===== config.mk =====
export PLATFORM = sky130hd
export DESIGN_NAME = pit_wide_mul
export DESIGN_NICKNAME = d
export VERILOG_FILES = /design/src/hdl/assert_macros.svh /design/src/hdl/pit_pkg.sv /design/src/hdl/pit_wide_mul.sv
export SDC_FILE = /design/constraint.sdc
export NUM_CORES = 2
export LEC_CHECK = 0
export ABC_AREA = 1
export BUFFER_PORTS_ARGS = -buffer_cell sky130_fd_sc_hd__buf_4
export CAP_MARGIN = 5
export CORE_UTILIZATION = 41
export CTS_BUF_LIST = sky130_fd_sc_hd__clkbuf_16
export CTS_CLUSTER_SIZE = 25
export DETAILED_ROUTE_END_ITERATION = 6
export PLACE_DENSITY_LB_ADDON = 0.2
export SYNTH_ARGS = -nofsm -noshare
export SYNTH_HDL_FRONTEND = slang
export SYNTH_SLANG_ARGS = --single-unit

===== constraint.sdc =====
create_clock -name aclk -period 7.8 [get_ports aclk]
set_input_delay 0.78 -clock aclk [delete_from_list [all_inputs] [get_ports aclk]]
set_output_delay 0.78 -clock aclk [all_outputs]
set_load 0.05 [all_outputs]

===== src/hdl/assert_macros.svh =====
// Assertion macros shared by the RTL of the point-in-triangle block.
// Clocked on aclk, disabled while aresetn is low; no other dependencies.
`ifndef ASSERT_MACROS_SVH
`define ASSERT_MACROS_SVH

// Same-cycle implication.
`define PIT_ASSERT_NOW(lbl, ante, cons, msg) \
    lbl: assert property (@(posedge aclk) disable iff (!aresetn) (ante) |-> (cons)) \
        else $error(msg);

// Next-cycle implication.
`define PIT_ASSERT_NEXT(lbl, ante, cons, msg) \
    lbl: assert property (@(posedge aclk) disable iff (!aresetn) (ante) |=> (cons)) \
        else $error(msg);

`endif


===== src/hdl/pit_pkg.sv =====
// Package for the point-in-triangle block: widths, payload structs, latency.
// No dependencies; used by pit_wide_mul, point_in_triangle_test_top and the bench.
package pit_pkg;

    localparam int COORD_BITS    = 16;
    localparam int DIFF_BITS     = COORD_BITS + 1;
    localparam int PROD_BITS     = 2 * DIFF_BITS;
    localparam int DOT_BITS      = PROD_BITS + 2;
    localparam int WIDE_BITS     = 2 * DOT_BITS;
    localparam int NUM_BITS      = WIDE_BITS + 1;
    localparam int ALPHA_BITS    = NUM_BITS + 2;
    localparam int MUL_LIMB_BITS = 24;
    localparam int MUL_LATENCY   = 3;

    typedef struct packed {
        logic signed [COORD_BITS-1:0] a_x;
        logic signed [COORD_BITS-1:0] a_y;
        logic signed [COORD_BITS-1:0] a_z;
        logic signed [COORD_BITS-1:0] b_x;
        logic signed [COORD_BITS-1:0] b_y;
        logic signed [COORD_BITS-1:0] b_z;
        logic signed [COORD_BITS-1:0] c_x;
        logic signed [COORD_BITS-1:0] c_y;
        logic signed [COORD_BITS-1:0] c_z;
        logic signed [COORD_BITS-1:0] p_x;
        logic signed [COORD_BITS-1:0] p_y;
        logic signed [COORD_BITS-1:0] p_z;
    } pit_in_t;

    typedef struct packed {
        logic inside_res;
        logic degenerate;
    } pit_out_t;

endpackage


===== src/hdl/pit_wide_mul.sv =====
// Signed multiplier for wide operands, split into limb partial products
// over three enabled register stages. Depends on pit_pkg for default widths.
module pit_wide_mul #(
    parameter int OP_BITS   = pit_pkg::DOT_BITS,
    parameter int LIMB_BITS = pit_pkg::MUL_LIMB_BITS
) (
    input  logic                        aclk,
    input  logic                        en,
    input  logic signed [OP_BITS-1:0]   a,
    input  logic signed [OP_BITS-1:0]   b,
    output logic signed [2*OP_BITS-1:0] p
);
    localparam int NLIMB    = (OP_BITS + LIMB_BITS - 1) / LIMB_BITS;
    localparam int EXT_BITS = NLIMB * LIMB_BITS;
    localparam int PP_BITS  = 2 * LIMB_BITS + 2;
    localparam int RES_BITS = 2 * OP_BITS;

    logic signed [EXT_BITS-1:0]  a_ext, b_ext;
    logic signed [LIMB_BITS:0]   a_limb [NLIMB];
    logic signed [LIMB_BITS:0]   b_limb [NLIMB];
    logic signed [PP_BITS-1:0]   pp_next [NLIMB][NLIMB];
    logic signed [PP_BITS-1:0]   pp_reg  [NLIMB][NLIMB];
    logic signed [RES_BITS-1:0]  row_next [NLIMB];
    logic signed [RES_BITS-1:0]  row_reg  [NLIMB];
    logic signed [RES_BITS-1:0]  p_next, p_reg;

    assign a_ext = EXT_BITS'(a);
    assign b_ext = EXT_BITS'(b);

    // Lower limbs are unsigned, the top limb carries the sign.
    always_comb begin
        for (int i = 0; i < NLIMB; i++) begin
            if (i == NLIMB - 1) begin
                a_limb[i] = $signed({a_ext[EXT_BITS-1], a_ext[i*LIMB_BITS +: LIMB_BITS]});
                b_limb[i] = $signed({b_ext[EXT_BITS-1], b_ext[i*LIMB_BITS +: LIMB_BITS]});
            end else begin
                a_limb[i] = $signed({1'b0, a_ext[i*LIMB_BITS +: LIMB_BITS]});
                b_limb[i] = $signed({1'b0, b_ext[i*LIMB_BITS +: LIMB_BITS]});
            end
        end
    end

    always_comb begin
        for (int i = 0; i < NLIMB; i++) begin
            for (int j = 0; j < NLIMB; j++) begin
                pp_next[i][j] = a_limb[i] * b_limb[j];
            end
        end
    end

    // Sums wrap modulo 2^RES_BITS; the true product always fits.
    always_comb begin
        for (int i = 0; i < NLIMB; i++) begin
            row_next[i] = '0;
            for (int j = 0; j < NLIMB; j++) begin
                row_next[i] = row_next[i] + (RES_BITS'(pp_reg[i][j]) <<< (LIMB_BITS * j));
            end
        end
    end

    always_comb begin
        p_next = '0;
        for (int i = 0; i < NLIMB; i++) begin
            p_next = p_next + (row_reg[i] <<< (LIMB_BITS * i));
        end
    end

    always_ff @(posedge aclk) begin
        if (en) begin
            pp_reg  <= pp_next;
            row_reg <= row_next;
            p_reg   <= p_next;
        end
    end

    assign p = p_reg;

endmodule


==> impl_metrics.toml <==
[sta]
fin_skew_ps = 27.0
holdWs_ps = 405
hold_viol = 0
final.period_utilization_pct = 84.3
post-route-min-period_ps = 6570
report.final.slew_viol_count = 0
fmax_mhz = 152
slew_headroom_pct = 37.5
tns_ps = 0
worst_pin_slew_ps = 937
setup_viol = 0
rsz0062_at_grt = "false"

[route]
wl_met1_microns = 90200
drc = 0
dr.pass1.iters = 6
drt-total-wl_microns = 196000
initialDrtViolationCount = 3711
route.met3.wl_microns = 12400
highest_layer = "met5"
wire_per_inst_microns = 18.8
wl_met2_microns = 88900
vias_per_cell = 4.91
vias = 51159
ant_nets = 0

[synthesis]
async_flop_share_pct = 0
synth_top_area_share_pct = 33.2
synth_ff_type = "edfxtp_1"
netlist_instances = 8430
synth_common_cells = "nand2_1 (2684), inv_1 (2347), fa_1 (1065), ha_1 (519), edfxtp_1 (328)"
yosysTopAreaCell = "fa_1"
synth_compound_area_share_pct = 2.53
synth_xor_area_share_pct = 1.85
synth_adder_area_share_pct = 43.3
yosysMostFrequentCell = "nand2_1"
yosysSeqAreaShare_pct = 15.3
synth_area_leaders = "fa_1 (33%), nand2_1 (16%), edfxtp_1 (15%)"
syn-num-nets = 10088
synth_top_family_by_area = "adder cells"
synth.avg_cell_area_sq_um = 7.62
yosysWarnings = 0
synth_edf_count = 328
yosys.area_share.simple_pct = 21.5
ys_ff_latch = 328
syn_area_sq_um = 64300
synth_cell_types = 35
synth_mux_area_share_pct = 0

[worst_setup_path]
required_ps = 8110
cpPeakStageDelay_ps = 620
cp-end-kind = "flip-flop"
crit_path_top_delay_cell = "fa_1"
crit_arrival_ps = 6890
r2r-end = "p[48]"
r2r_slack_ps = 4910
crit_fanout = 36
crit_type = "in -> reg"
r2r_cells = 13
path_common_cell = "fa_1"
cp_cell_sequence = "buf_4 -> nand2_1 -> fa_1 -> inv_1 -> fa_1 -> inv_1 -> fa_1 -> fa_1 -> inv_1 -> fa_1 -> fa_1 -> inv_1 -> fa_1 -> inv_1 -> ha_1 -> nand2_1 -> nor2_1 -> nand2_1 -> nor2_1 -> nand3_1 -> nand4_1 -> nand2_1"
start_kind = "input pin"
critPathTopFamily = "adder cells"
r2r-start = "row_reg[96]"
cp.buffers_inverters = 6

[cts]
htree_levels = 2
clock-sinks = 328
cts_root_buffer = "clkbuf_16"
postCtsSetupBuffers = 0
cts.path.max_buffers = 3
worstSkewPairLatency_ps = 580
cts_tree = "done"
cts_buffers = 35
ctsHoldBuffers = 0
cts.repair.resized = 0
clk_pin_slew_ps = 70

[final_layout]
area_growth_pct = 6.18
drive_above_1_share_pct = 4.59
nets = 10008
fin_cells = 10420
largest_reg_flops = 146
final_core_util_pct = 44.1

[grt]
overflow = 0
grt_pass1_vias = 53371
antenna_found_initial = 13
grt_pass1_wl_microns = 307000
grt_start_max_net_pins = 169
grt_usage_pct = 25.3

[die]
ios = 146
initial_utilization_pct = 41.5
placementRows = 144
core_sq_um = 155000
dieWidth_microns = 398
die_y_microns = 398
dieArea_sq_um = 158000

[worst_hold_path]
min_from = "pp_reg[64]"
hold_path_class = "reg -> reg"
min_path_cells = 0
hold_end = "row_reg[14]"

[place]
hpwl_microns = 159000
portBuffers = 145
gp_congestion = 0.959
place_inst = 10357

[outcome]
status = "finished clean"

[job]
cap_violations = 0
## logic make-up after synthesis
family / Yosys count
fa+ha+maj: 1584
flops: 328
xor+xnor: 136
simple gates: 3424
buf+inv: 2653
compound gates: 305
## layout by cell type, fill, tap and decap left out, types with 2 or more instances in the layout
master,count
nor2_2,29
nand2_1,2684
o21bai_1,13
a21oi_1,184
diode_2,2
ha_1,519
inv_2,17
or2_2,58
edfxtp_1,328
and2_1,2
clkinv_1,4
clkinvlp_4,4
nand4_1,62
nor4_1,8
a31oi_1,5
nand3_2,9
xor2_1,111
nand3b_1,7
buf_4,167
xnor2_1,25
clkinv_2,4
o21ai_2,3
nand3_1,206
inv_6,3
nor3b_1,2
nor3_1,25
fa_1,1065
nand2_2,23
o21a_1,6
clkinv_4,4
o211ai_1,2
o21ai_0,81
bufinv_16,5
nor2_4,8
inv_1,2350
nor2_1,289
nor3_2,11
a21o_1,10
clkbuf_16,36
## worst max path at each step
stage	startpoint	end	slack [ps]	cells after the start
2_1_floorplan	b[3]	pp_reg[197]	1280	27
3_5_place_dp	b[6]	pp_reg[187]	700	22
4_1_cts	b[6]	pp_reg[187]	1290	22
5_1_grt	b[6]	pp_reg[187]	920	22
3_3_place_gp	b[10]	pp_reg[177]	590	21
6_report	b[6]	pp_reg[187]	1230	22
## worst register-to-register path, delay by kind of cell (launching register included)
family                     cells  cell delay (ps)
and+or+nand+nor                9             1290
adders and majority gates      2              700
DFF                            1              340
buffers and inverters          2              300
## metal layers
metal	global-route usage (%)	up-vias
met2	41.2	1519
met1	36.1	25250
met3	2.72	210
met5	0	-
met4	5.87	4
li1	-	24176
## cell type report
class / instances / area (sq um)
Antenna cell: 2 / 5.00
Clock buffer: 36 / 901
Clock inverter: 25 / 293
Fill cell: 15741 / 86500
Inverter: 2367 / 8880
Multi-Input combinational cell: 5449 / 44400
Sequential cell: 328 / 9850
Tap cell: 2044 / 2560
Timing Repair Buffer: 169 / 1290
## through the flow
stage | instance area, sq um | worst slack, ps
4_1_cts | 68200 | 1290
5_1_grt | 68200 | 924
6_report | 68200 | 1230
3_5_place_dp | 67000 | 698
2_1_floorplan | 64300 | 1280
3_3_place_gp | 67000 | 594
Power is not shown: default switching activity piles up to over one toggle a cycle in this logic, so the estimate is an artifact.
